**src/hdl/itoa_pkg.sv**
```systemverilog
// ----------------------------------------------------------------------------
// itoa_pkg
// Shared types, constants and the glyph function for the integer to text unit.
// ----------------------------------------------------------------------------
package itoa_pkg;

   localparam int VALUE_BITS = 32;
   localparam int RADIX_BITS = 6;
   localparam int CHAR_BITS  = 7;
   localparam int ADDR_BITS  = $clog2(VALUE_BITS);
   localparam int COUNT_BITS = $clog2(VALUE_BITS + 1);

   localparam logic [RADIX_BITS-1:0] MIN_RADIX      = RADIX_BITS'(2);
   localparam logic [RADIX_BITS-1:0] MAX_RADIX      = RADIX_BITS'(36);
   localparam logic [RADIX_BITS-1:0] DECIMAL_DIGITS = RADIX_BITS'(10);
   localparam logic [CHAR_BITS-1:0]  MINUS_CODE     = CHAR_BITS'(7'h2D);
   localparam logic [CHAR_BITS-1:0]  ZERO_CODE      = CHAR_BITS'(7'h30);
   localparam logic [CHAR_BITS-1:0]  LOWER_A_CODE   = CHAR_BITS'(7'h61);
   localparam logic [CHAR_BITS-1:0]  LOWER_Z_CODE   = CHAR_BITS'(7'h7A);

   typedef struct packed {
      logic signed [VALUE_BITS-1:0] value;
      logic [RADIX_BITS-1:0]        radix;
   } req_payload_type;

   typedef struct packed {
      logic [CHAR_BITS-1:0] char_code;
      logic                 last;
   } rsp_payload_type;

   typedef struct packed {
      logic                  start;
      logic [RADIX_BITS-1:0] radix;
   } div_ctl_type;

   // digit value to ascii, letters from ten upwards
   function automatic logic [CHAR_BITS-1:0] glyph_of(input logic [RADIX_BITS-1:0] d);
      logic [CHAR_BITS-1:0] code;
      if (d < DECIMAL_DIGITS) begin
         code = ZERO_CODE + CHAR_BITS'(d);
      end else if (d < MAX_RADIX) begin
         code = LOWER_A_CODE + CHAR_BITS'(d - DECIMAL_DIGITS);
      end else begin
         code = LOWER_Z_CODE;
      end
      return code;
   endfunction

endpackage

```
**src/hdl/itoa_divider.sv**
```systemverilog
// ----------------------------------------------------------------------------
// itoa_divider
// Iterative restoring divider: value by radix, eight quotient bits a cycle.
// ----------------------------------------------------------------------------
module itoa_divider
   import itoa_pkg::*;
(
   input  logic                  clock,
   input  logic                  reset,
   input  div_ctl_type           ctl,
   input  logic [VALUE_BITS-1:0] dividend,
   output logic                  done,
   output logic [VALUE_BITS-1:0] quotient,
   output logic [RADIX_BITS-1:0] remainder
);

   localparam int STEP_BITS = 8;
   localparam int STEPS     = (VALUE_BITS + STEP_BITS - 1) / STEP_BITS;
   localparam int PAD_BITS  = STEPS * STEP_BITS;
   localparam int CNT_BITS  = (STEPS > 1) ? $clog2(STEPS) : 1;

   logic                  busy_ff, busy_in;
   logic                  done_ff, done_in;
   logic [CNT_BITS-1:0]   cnt_ff, cnt_in;
   logic [PAD_BITS-1:0]   work_ff, work_in;
   logic [RADIX_BITS-1:0] rem_ff, rem_in;
   logic [RADIX_BITS-1:0] radix_ff, radix_in;

   logic [PAD_BITS-1:0]   work_step;
   logic [RADIX_BITS-1:0] rem_step;

   // one step: eight shift and subtract passes on a six-bit partial remainder
   always_comb begin
      logic [RADIX_BITS:0]   trial;
      logic [PAD_BITS-1:0]   w;
      logic [RADIX_BITS-1:0] r;
      w = work_ff;
      r = rem_ff;
      for (int i = 0; i < STEP_BITS; i++) begin
         trial = {r, w[PAD_BITS-1]};
         w     = {w[PAD_BITS-2:0], 1'b0};
         if (trial >= {1'b0, radix_ff}) begin
            trial = trial - {1'b0, radix_ff};
            w[0]  = 1'b1;
         end
         r = trial[RADIX_BITS-1:0];
      end
      work_step = w;
      rem_step  = r;
   end

   always_comb begin
      busy_in  = busy_ff;
      done_in  = 1'b0;
      cnt_in   = cnt_ff;
      work_in  = work_ff;
      rem_in   = rem_ff;
      radix_in = radix_ff;
      if (ctl.start) begin
         busy_in  = 1'b1;
         cnt_in   = '0;
         work_in  = PAD_BITS'(dividend);
         rem_in   = '0;
         radix_in = ctl.radix;
      end else if (busy_ff) begin
         work_in = work_step;
         rem_in  = rem_step;
         cnt_in  = cnt_ff + 1'b1;
         if (cnt_ff == CNT_BITS'(STEPS - 1)) begin
            busy_in = 1'b0;
            done_in = 1'b1;
         end
      end
   end

   always_ff @(posedge clock) begin
      if (reset) begin
         busy_ff <= 1'b0;
         done_ff <= 1'b0;
         cnt_ff  <= '0;
      end else begin
         busy_ff <= busy_in;
         done_ff <= done_in;
         cnt_ff  <= cnt_in;
      end
      work_ff  <= work_in;
      rem_ff   <= rem_in;
      radix_ff <= radix_in;
   end

   assign done      = done_ff;
   assign quotient  = work_ff[VALUE_BITS-1:0];
   assign remainder = rem_ff;

endmodule

```
**src/hdl/itoa_digit_ram.sv**
```systemverilog
// ----------------------------------------------------------------------------
// itoa_digit_ram
// Digit buffer: one write port, one registered read port.
// ----------------------------------------------------------------------------
module itoa_digit_ram
   import itoa_pkg::*;
(
   input  logic                  clock,
   input  logic                  wr_en,
   input  logic [ADDR_BITS-1:0]  wr_addr,
   input  logic [RADIX_BITS-1:0] wr_data,
   input  logic                  rd_en,
   input  logic [ADDR_BITS-1:0]  rd_addr,
   output logic [RADIX_BITS-1:0] rd_data
);

   logic [RADIX_BITS-1:0] mem [VALUE_BITS];
   logic [RADIX_BITS-1:0] rd_data_ff;

   always_ff @(posedge clock) begin
      if (wr_en) begin
         mem[wr_addr] <= wr_data;
      end
   end

   always_ff @(posedge clock) begin
      if (rd_en) begin
         rd_data_ff <= mem[rd_addr];
      end
   end

   assign rd_data = rd_data_ff;

endmodule

```
**src/hdl/integer_to_ascii_any_base_unit.sv**
```systemverilog
// ----------------------------------------------------------------------------
// integer_to_ascii_any_base_unit
// Signed integer to lower-case ascii text in any base from 2 to 36.
// ----------------------------------------------------------------------------
//  channel | direction | payload                 | handshake
//  req_    | in        | value, radix            | req_valid / req_stall
//  rsp_    | out       | char_code, last         | rsp_valid / rsp_stall
//
//  each digit takes four 8-bit steps of the shared divider and a hand-off,
//  each character a fetch and a send state through the digit buffer read port.
//  the block takes one request at a time and holds req_stall until the last
//  character is in the output register.
//  reset clears the control state only; the digit buffer needs no clearing.
//  rsp_stall holds the output register and the sequencer waits for it.
// ----------------------------------------------------------------------------
module integer_to_ascii_any_base_unit
   import itoa_pkg::*;
(
   input  logic            clock,
   input  logic            reset,
   input  logic            req_valid,
   output logic            req_stall,
   input  req_payload_type req_data,
   output logic            rsp_valid,
   input  logic            rsp_stall,
   output rsp_payload_type rsp_data
);

   localparam logic [2:0] ST_IDLE  = 3'd0;
   localparam logic [2:0] ST_DIV   = 3'd1;
   localparam logic [2:0] ST_SIGN  = 3'd2;
   localparam logic [2:0] ST_FETCH = 3'd3;
   localparam logic [2:0] ST_SEND  = 3'd4;

   logic [2:0]            state_ff, state_in;
   logic                  neg_ff, neg_in;
   logic [RADIX_BITS-1:0] radix_ff, radix_in;
   logic [COUNT_BITS-1:0] count_ff, count_in;
   logic [ADDR_BITS-1:0]  rd_ptr_ff, rd_ptr_in;
   logic                  rsp_valid_ff, rsp_valid_in;
   rsp_payload_type       rsp_data_ff, rsp_data_in;

   logic                  req_accept;
   logic                  out_free;
   logic                  out_load;
   rsp_payload_type       out_item;
   logic [VALUE_BITS-1:0] raw_value;
   logic [VALUE_BITS-1:0] magnitude;
   logic [RADIX_BITS-1:0] radix_sat;

   div_ctl_type           div_ctl;
   logic [VALUE_BITS-1:0] div_dividend;
   logic                  div_done;
   logic [VALUE_BITS-1:0] div_quotient;
   logic [RADIX_BITS-1:0] div_remainder;

   logic                  ram_wr_en;
   logic                  ram_rd_en;
   logic [RADIX_BITS-1:0] ram_rd_data;

   assign req_stall  = (state_ff != ST_IDLE);
   assign req_accept = req_valid && !req_stall;
   assign out_free   = !rsp_valid_ff || !rsp_stall;

   // most negative value comes out right as an unsigned magnitude
   assign raw_value = req_data.value;
   assign magnitude = raw_value[VALUE_BITS-1] ? (~raw_value + 1'b1) : raw_value;

   always_comb begin
      radix_sat = req_data.radix;
      if (req_data.radix < MIN_RADIX) begin
         radix_sat = MIN_RADIX;
      end else if (req_data.radix > MAX_RADIX) begin
         radix_sat = MAX_RADIX;
      end
   end

   always_comb begin
      state_in      = state_ff;
      neg_in        = neg_ff;
      radix_in      = radix_ff;
      count_in      = count_ff;
      rd_ptr_in     = rd_ptr_ff;
      div_ctl.start = 1'b0;
      div_ctl.radix = radix_ff;
      div_dividend  = div_quotient;
      ram_wr_en     = 1'b0;
      ram_rd_en     = 1'b0;
      out_load      = 1'b0;
      out_item      = '{char_code: MINUS_CODE, last: 1'b0};

      unique case (state_ff)
         ST_IDLE: begin
            if (req_accept) begin
               neg_in        = raw_value[VALUE_BITS-1];
               radix_in      = radix_sat;
               count_in      = '0;
               div_ctl.start = 1'b1;
               div_ctl.radix = radix_sat;
               div_dividend  = magnitude;
               state_in      = ST_DIV;
            end
         end
         ST_DIV: begin
            if (div_done) begin
               ram_wr_en = 1'b1;
               count_in  = count_ff + 1'b1;
               if (div_quotient == '0) begin
                  rd_ptr_in = count_ff[ADDR_BITS-1:0];
                  state_in  = neg_ff ? ST_SIGN : ST_FETCH;
               end else begin
                  div_ctl.start = 1'b1;
               end
            end
         end
         ST_SIGN: begin
            if (out_free) begin
               out_load = 1'b1;
               state_in = ST_FETCH;
            end
         end
         ST_FETCH: begin
            ram_rd_en = 1'b1;
            state_in  = ST_SEND;
         end
         ST_SEND: begin
            out_item.char_code = glyph_of(ram_rd_data);
            out_item.last      = (rd_ptr_ff == '0);
            if (out_free) begin
               out_load = 1'b1;
               if (rd_ptr_ff == '0) begin
                  state_in = ST_IDLE;
               end else begin
                  rd_ptr_in = rd_ptr_ff - 1'b1;
                  state_in  = ST_FETCH;
               end
            end
         end
         default: begin
            state_in = ST_IDLE;
         end
      endcase
   end

   // output register keeps the sequencer apart from the consumer
   always_comb begin
      rsp_valid_in = rsp_valid_ff;
      rsp_data_in  = rsp_data_ff;
      if (out_load) begin
         rsp_valid_in = 1'b1;
         rsp_data_in  = out_item;
      end else if (!rsp_stall) begin
         rsp_valid_in = 1'b0;
      end
   end

   always_ff @(posedge clock) begin
      if (reset) begin
         state_ff     <= ST_IDLE;
         neg_ff       <= 1'b0;
         count_ff     <= '0;
         rd_ptr_ff    <= '0;
         rsp_valid_ff <= 1'b0;
      end else begin
         state_ff     <= state_in;
         neg_ff       <= neg_in;
         count_ff     <= count_in;
         rd_ptr_ff    <= rd_ptr_in;
         rsp_valid_ff <= rsp_valid_in;
      end
      radix_ff    <= radix_in;
      rsp_data_ff <= rsp_data_in;
   end

   assign rsp_valid = rsp_valid_ff;
   assign rsp_data  = rsp_data_ff;

   itoa_divider u_divider (
      .clock     (clock),
      .reset     (reset),
      .ctl       (div_ctl),
      .dividend  (div_dividend),
      .done      (div_done),
      .quotient  (div_quotient),
      .remainder (div_remainder)
   );

   itoa_digit_ram u_digit_ram (
      .clock   (clock),
      .wr_en   (ram_wr_en),
      .wr_addr (count_ff[ADDR_BITS-1:0]),
      .wr_data (div_remainder),
      .rd_en   (ram_rd_en),
      .rd_addr (rd_ptr_ff),
      .rd_data (ram_rd_data)
   );

   // never more digits than value bits
   assert property (@(posedge clock) disable iff (reset)
      count_ff <= COUNT_BITS'(VALUE_BITS))
      else $error("digit count beyond buffer depth");

   // the divider only finishes while the sequencer waits for it
   assert property (@(posedge clock) disable iff (reset)
      div_done |-> (state_ff == ST_DIV))
      else $error("divider result outside divide phase");

   // the stored base stays saturated while a request is in work
   assert property (@(posedge clock) disable iff (reset)
      (state_ff != ST_IDLE) |-> (radix_ff >= MIN_RADIX && radix_ff <= MAX_RADIX))
      else $error("radix out of range during conversion");

   // a digit is always below the base it was taken in
   assert property (@(posedge clock) disable iff (reset)
      div_done |-> (div_remainder < radix_ff))
      else $error("remainder not below radix");

endmodule

```
**config.mk**
```make
export PLATFORM = sky130hd
export DESIGN_NAME = integer_to_ascii_any_base_unit
export DESIGN_NICKNAME = d
export VERILOG_FILES = /design/src/hdl/itoa_pkg.sv /design/src/hdl/itoa_divider.sv /design/src/hdl/itoa_digit_ram.sv /design/src/hdl/integer_to_ascii_any_base_unit.sv
export SDC_FILE = /design/constraint.sdc
export NUM_CORES = 1
export LEC_CHECK = 0
export BUFFER_PORTS_ARGS = -buffer_cell sky130_fd_sc_hd__buf_4
export CAP_MARGIN = 10
export CORE_ASPECT_RATIO = 1.75
export CORE_MARGIN = 4
export CORE_UTILIZATION = 43
export CTS_CLUSTER_SIZE = 10
export DETAILED_ROUTE_END_ITERATION = 7
export PLACE_DENSITY_LB_ADDON = 0.15
export SYNTH_ARGS = -nofsm -noshare
export SYNTH_HDL_FRONTEND = slang
export SYNTH_HIERARCHICAL = 1
export SYNTH_SLANG_ARGS = --single-unit
```
**constraint.sdc**
```tcl
create_clock -name clock -period 14.05 [get_ports clock]
set_input_delay 0.7025 -clock clock [delete_from_list [all_inputs] [get_ports clock]]
set_output_delay 0.7025 -clock clock [all_outputs]
set_load 0.1 [all_outputs]
```
After elaboration in Yosys (flattened, before gate mapping)
Memory sizes are Yosys's and may differ from the RTL's. A register that Yosys moved wholly into a read port is not among the register bits. Cells that the tools add are included.

Bits in registers: 78. RAM bits: 192. Input bits: 42. Output and inout bits: 10. Word-level logic and storage cells: 137. Memories kept: 1.

Memory list: u_digit_ram.mem (words 32, bits a word 6, rd ports 1, clocked after memory_dff 1, write ports 1, RTL line itoa_digit_ram.sv:17) `logic [RADIX_BITS-1:0] mem [VALUE_BITS];`.

Add/sub/neg operators: 15. $lt $le $gt $ge: 12. Equality and inequality tests: 14. Mux-type cells: 59. Bitwise operators: 2. Reduce and logical (&&, ||, !) cells: 20.

Operator list (count): $mux W32 (5); $mux W6 (13); $ge A7 B6 Y1 (8); $sub A6 B6 Y6 (8); $add A32 B1 Y32 const B (1); $logic_not A32 Y1 (1); $not A32 Y32 (1); $mux W1 (24); $mux W7 (3); $mux W5 (4); $mux W3 (5); $pmux W3 S5 (1); $ne A2 B2 Y1 const B (6); $pmux W6 S2 (1); $pmux W5 S2 (1); $reduce_and A5 Y1 (2); $add A6 B6 Y7 const A (1); $add A7 B7 Y7 const A (1); $sub A6 B4 Y7 const B (1); $add A6 B1 Y6 const B (1); $eq A3 B2 Y1 const B (2); $gt A6 B6 Y1 const B (1); $lt A6 B2 Y1 const B (1); $lt A6 B4 Y1 const B (1); other kinds (21) (29).

Logic depth before layout (Yosys ltp)
Depth in word-level cells: 18. Mapped depth: 82.

Modules after synthesis
The synthesis kept the hierarchy.

Modules (own cells, without submodules): itoa_digit_ram (times used 1, cells an instance 323, area an instance 7649.8 um^2); itoa_divider (times used 1, cells an instance 448, area an instance 4619.4 um^2); integer_to_ascii_any_base_unit (times used 1, cells an instance 372, area an instance 2768.9 um^2).

Worst setup path after synthesis
OpenSTA, ideal clock, no wires.

Kind: flip-flop to flip-flop. From: register u_divider.rem_ff[2] (netlist: u_divider/remainder[2]). To: register u_divider.work_ff[0] (netlist: u_divider/quotient[0]) (data pin). Data arrival time: 15.261 ns. Slack: -1.471 ns. Stages on the path, launching flop included: 79. Period minus slack after synthesis: 15.521 ns. Cells stage by stage: dfxtp_1 > ha_1 > a21o_1 > a21oi_4 > o211a_1 > or2_1 > buf_6 > mux2_2 > inv_1 > ha_1 > nor2b_1 > o31a_1 > o31ai_1 > and3_1 > buf_6 > mux2_2 > ha_1 > or2_2 > [... 43 more ...] > o21ai_0 > nand3b_1 > a21oi_1 > inv_1 > a211o_1 > buf_6 > mux2_4 > inv_1 > ha_1 > a21o_1 > a21o_1 > a21o_1 > a21oi_1 > o21ai_0 > a21o_1 > inv_1 > nand2_1 > mux2_2.

Longest elaborated chain between the ends: 18.

RTL lines: start: declaration (RTL line itoa_divider.sv:26) `logic [RADIX_BITS-1:0] rem_ff, rem_in;`; start signal: assignment (RTL line itoa_divider.sv:87) `rem_ff <= rem_in;`; $sub A6 B6 Y6 / $ge A7 B6 Y1 (equally long branches) (RTL line itoa_divider.sv:43, itoa_divider.sv:42); $mux W6 * (RTL line itoa_divider.sv:42) `if (trial >= {1'b0, radix_ff}) begin`; $sub A6 B6 Y6 / $ge A7 B6 Y1 (equally long branches) (RTL line itoa_divider.sv:43, itoa_divider.sv:42); $mux W6 * (RTL line itoa_divider.sv:42); $sub A6 B6 Y6 / $ge A7 B6 Y1 (equally long branches) (RTL line itoa_divider.sv:43, itoa_divider.sv:42); $mux W6 * (RTL line itoa_divider.sv:42); $ge A7 B6 Y1 / $sub A6 B6 Y6 (equally long branches) (RTL line itoa_divider.sv:42, itoa_divider.sv:43); $mux W6 * (RTL line itoa_divider.sv:42); [... 3 more ...]; $mux W6 * (RTL line itoa_divider.sv:42); $sub A6 B6 Y6 / $ge A7 B6 Y1 (equally long branches) (RTL line itoa_divider.sv:43, itoa_divider.sv:42); $mux W6 * (RTL line itoa_divider.sv:42); $ge A7 B6 Y1 * (RTL line itoa_divider.sv:42); $mux W1 * (RTL line itoa_divider.sv:42); $mux W32 * (RTL line itoa_divider.sv:65) `end else if (busy_ff) begin`; $mux W32 * (RTL line itoa_divider.sv:59) `if (ctl.start) begin`; net u_divider.work_in[0] (RTL line itoa_divider.sv:25) `logic [PAD_BITS-1:0] work_ff, work_in;`; end signal: assignment (RTL line itoa_divider.sv:86) `work_ff <= work_in;`; end: declaration (RTL line itoa_divider.sv:25).

The timed path passes the listed nets; every way through them passes the cells marked *. The select of a mux whose other input is x is not followed. A chain may end at the register's enable or synchronous reset.

Final worst setup path
From: register u_divider.radix_ff[0]. To: register u_divider.work_ff[0] (netlist: u_divider/quotient[0]) (data pin).

Longest elaborated chain between the ends: 18.

RTL lines: start: declaration (RTL line itoa_divider.sv:27) `logic [RADIX_BITS-1:0] radix_ff, radix_in;`; start signal: assignment (RTL line itoa_divider.sv:88) `radix_ff <= radix_in;`; $sub A6 B6 Y6 / $ge A7 B6 Y1 (equally long branches) (RTL line itoa_divider.sv:43, itoa_divider.sv:42); $mux W6 (RTL line itoa_divider.sv:42); $sub A6 B6 Y6 / $ge A7 B6 Y1 (equally long branches) (RTL line itoa_divider.sv:43, itoa_divider.sv:42); $mux W6 (RTL line itoa_divider.sv:42); $sub A6 B6 Y6 / $ge A7 B6 Y1 (equally long branches) (RTL line itoa_divider.sv:43, itoa_divider.sv:42); $mux W6 (RTL line itoa_divider.sv:42); $sub A6 B6 Y6 / $ge A7 B6 Y1 (equally long branches) (RTL line itoa_divider.sv:43, itoa_divider.sv:42); $mux W6 (RTL line itoa_divider.sv:42); [... 3 more ...]; $mux W6 (RTL line itoa_divider.sv:42); $ge A7 B6 Y1 / $sub A6 B6 Y6 (equally long branches) (RTL line itoa_divider.sv:42, itoa_divider.sv:43); $mux W6 (RTL line itoa_divider.sv:42); $ge A7 B6 Y1 * (RTL line itoa_divider.sv:42); $mux W1 * (RTL line itoa_divider.sv:42); $mux W32 * (RTL line itoa_divider.sv:65); $mux W32 * (RTL line itoa_divider.sv:59); net u_divider.work_in[0] (RTL line itoa_divider.sv:25).

Marks and branches as above.

==> run_results.csv <==
group,metric,value,unit
cells_and_area,nets,1378,
yosys,post-synth-top-area-fraction,0.499,
global_routing,globalRouteOverflowTotal,0,
run_status,outcome,"finished, final reports clean",
yosys,yosys_register_bits,275,
global_routing,grt_max_degree,74,
die,floorplan.initialDensity,0.435,
die,row_count,90,
yosys,synth_largest_area_cell,"sky130_fd_sc_hd__edfxtp_1",
critical_path,crit-reg2reg-launch,"u_divider/radix_ff[0]",
drt,routed_wl,37500,um
cells_and_area,antenna-diode-count,0,
sta,setup_repair_after_global_routing_missed_its_margin,"yes",
hold_path,min_from,"req_data[5]",
critical_path,crit_arrival,14180,ps
critical_path,worst-r2r-setup-slack,200,ps
yosys,number_of_enable_type_register_cells_in_the_synthesized_netlist,250,
clock_network,h-tree-depth,1,
global_routing,first_pass_grt_wire_length,57200,um
critical_path,critPathLaunchType,"flip-flop",
hold_path,worstHoldPathCells,1,
drt,route.vias.total,9819,
yosys,post-synth-top-count-cell,"sky130_fd_sc_hd__edfxtp_1",
yosys,area_fraction_in_compound_gates_after_synthesis,0.0970,
yosys,ys_warn_count,6,
yosys,xor_xnor_share_of_the_synthesized_area,0.0361,
yosys,synthAdderAreaFrac,0.0587,
global_routing,via_count_of_the_first_global_routing_pass,10000,
placed_design,gp_congestion,0.878,
placed_design,dp_hpwl,27300,um
die,chipHeight,255,um
yosys,yosys.cell_types.count,87,
hold_path,worst_hold_path_type,"in2reg",
critical_path,rr_worst_depth,73,
drt,detail-route-antenna-nets,0,
yosys,synth.area.top_cells,"sky130_fd_sc_hd__edfxtp_1 50%, sky130_fd_sc_hd__mux4_2 9.0%, sky130_fd_sc_hd__ha_1 4.7%, sky130_fd_sc_hd__mux2_2 3.7%, sky130_fd_sc_hd__dfxtp_1 3.3%",
critical_path,cp_max_fo,6,
yosys,synth-simple-area-share,0.100,
placed_design,place.port_buffers,51,
clock_network,cts.path.max_buffers,3,
yosys,mappedNetlistArea,15000,um^2
drt,first_pass_iters,5,
yosys,synth_top_cells_by_count,"250 x sky130_fd_sc_hd__edfxtp_1, 83 x sky130_fd_sc_hd__nand2_1, 66 x sky130_fd_sc_hd__nor2_1, 60 x sky130_fd_sc_hd__mux4_2",
critical_path,required_time_at_the_worst_slack_endpoint,14380,ps
yosys,mappedNetlistNets,1250,
yosys,yosys-mux-area-fraction,0.143,
critical_path,worstReg2RegEnd,"u_divider/quotient[0]",
clock_network,clkSlewWorstSetupHoldPaths,60,ps
critical_path,worst_path_largest_cell_delay,430,ps
yosys,synth_seq_area_share,0.532,
drt,number_of_remaining_drc_errors,0,
die,core_region_area,34600,um^2
die,io-pin-count,52,
clock_network,cts_root_buffer,"sky130_fd_sc_hd__clkbuf_16",
job,drv.max_cap_violation_count,0,
global_routing,gr-usage-all-layers,0.194,
sta,finalMaxSlewViolations,0,
yosys,synth_top_family_by_area,"multiplexers",
clock_network,clock_insertion_delay_worst_skew,580,ps
hold_path,min_to,"radix_ff[5]",
yosys,post_synth_inst_count,1143,
sta,worst-slew-pin-transition,916,ps
yosys,syn_avg_cell_area,13.2,um^2
sta,worst_slew_margin_rel,0.388,
drt,avgRoutedWirePerCell,21.5,um
sta,hold_viol_final,0,
cells_and_area,stdcell_count,1747,
global_routing,number_of_antenna_violations_at_the_first_check_in_global_routing,0,
sta,final.period_utilization,0.986,
yosys,asyncSetResetFlopFracSynth,0,
drt,post_drt_via_cell_ratio,5.62,
clock_network,cts_hold_repair.buffers,0,
yosys,synth-main-ff-cell,"sky130_fd_sc_hd__edfxtp_1",
cells_and_area,drive_gt1_frac,0.313,
clock_network,cts_made_buffers,31,
drt,detail_route.iter0.violations,494,
critical_path,timing.critical_path.to_type,"flip-flop",
die,die_width,149,um
clock_network,cts_sinks,275,
die,dieArea,38100,um^2
critical_path,crit_path_start,"u_divider/radix_ff[0]",
sta,clock_skew,24.9,ps
sta,fmax,72.2,MHz
sta,finalWorstPathRequiredPeriod,13850,ps
cells_and_area,syn_to_final_growth,18.4,%
critical_path,critPathSlowestCell,"sky130_fd_sc_hd__edfxtp_1",
clock_network,cts_tree,"built",
critical_path,path_class,"reg2reg",
placed_design,dp.cells,1664,
sta,setup_viol,0,
-- cell families (layout without fill, tap and decap cells) --
| kind of cell | count (synthesis) | after routing |
|---|---|---|
| mux | 132 | 132 |
| fa+ha+maj | 66 | 66 |
| compound gates | 209 | 209 |
| simple gates | 292 | 292 |
| flops | 275 | 275 |
| xor+xnor | 62 | 62 |
| buf+inv | 107 | 251 |
-- cell type report --
type | instances | area (um^2)
Inverter | 57 | 219
Multi-Input combinational cell | 761 | 7040
Timing Repair Buffer | 145 | 1090
Clock buffer | 47 | 836
Clock inverter | 2 | 23.8
Tap cell | 460 | 576
Fill cell | 3043 | 16800
Sequential cell | 275 | 8020
-- layout by cell type, fill, tap and decap left out, drive strengths merged, types with 5 or more instances in the layout --
cell type,synthesis,routed
a21oi,36,36
nand2b,13,13
mux2,54,54
o21a,8,8
mux2i,18,18
or2,9,9
a31oi,6,6
buf,25,145
a21o,15,15
edfxtp,250,250
xnor2,23,23
o21ai,66,66
xor2,39,39
fa,8,8
o41ai,6,6
nand2,83,83
clkbuf,25,47
nand3,18,18
nor2,66,66
o211ai,5,5
ha,57,57
o31ai,21,21
inv,57,58
mux4,60,60
nand4,7,7
and3,9,9
nor4,14,14
nor2b,17,17
nor3,19,19
or3b,5,5
dfxtp,25,25
nand3b,9,9
-- routing by layer --
| metal | up-vias | GRT usage | share of wire |
|---|---|---|---|
| li1 | 4645 | - | - |
| met1 | 4934 | 0.205 | 0.35 |
| met2 | 162 | 0.374 | 0.57 |
| met3 | 78 | 0.0188 | 0.023 |
| met4 | 0 | 0.0975 | 0.054 |
| met5 | - | 0 | 0 |
-- worst max path at each step --
stage	endpoint	slack [ps]	cells after the start
after floorplan	u_divider/quotient[0]	-180	77
after global placement	u_divider/quotient[0]	-100	74
after detailed placement	u_divider/quotient[0]	-340	76
after CTS	u_divider/quotient[0]	20	75
after global routing	u_divider/quotient[0]	-440	73
final	u_divider/quotient[0]	200	73
-- repair_timing --
| action | 4_1_cts | 5_1_grt |
|---|---|---|
| endpoints found under the setup margin | 7 | 7 |
| pin swaps | 2 | 45 |
| cloned | 0 | 0 |
| resized for setup | 9 | 48 |
| setup buffers | 1 | 33 |
-- through the flow --
stage	util	TNS, ps	setup WS, ps	hold slack (ps)	instance area [um^2]
6_report	0.515	0	195	344	17800
5_1_grt	0.515	-2640	-440	329	17800
4_1_cts	0.500	0	18.4	318	17300
3_5_place_dp	0.474	-1530	-335	456	16400
3_3_place_gp	0.474	-147	-101	443	16400
2_1_floorplan	-	-287	-177	433	15200
-- flip-flops by register name, summed over array words and instances, names as in the netlist --
name                 flops
u_digit_ram/mem        192
u_divider/quotient      32
rsp_data                 8
radix_ff                 6
u_digit_ram/rd_data      6
u_divider/radix_ff       6
u_divider/remainder      6
count_ff                 5
rd_ptr_ff                5
state_ff                 3
u_divider/cnt_ff         2
neg_ff                   1
rsp_valid                1
u_divider/busy_ff        1
u_divider/done           1
-- worst max-delay path, delay by kind of cell, from the launching register on --
family,cells,cell delay (ps)
AOI/OAI and AO/OA,30,4700
adders and majority gates,8,1690
buffers and inverters,7,490
DFF,1,430
muxes,8,2580
and+or+nand+nor,20,3700
Power is left out: the tool's default activity adds up to more than one toggle a clock period on the data nets, which glitch-free logic cannot reach.
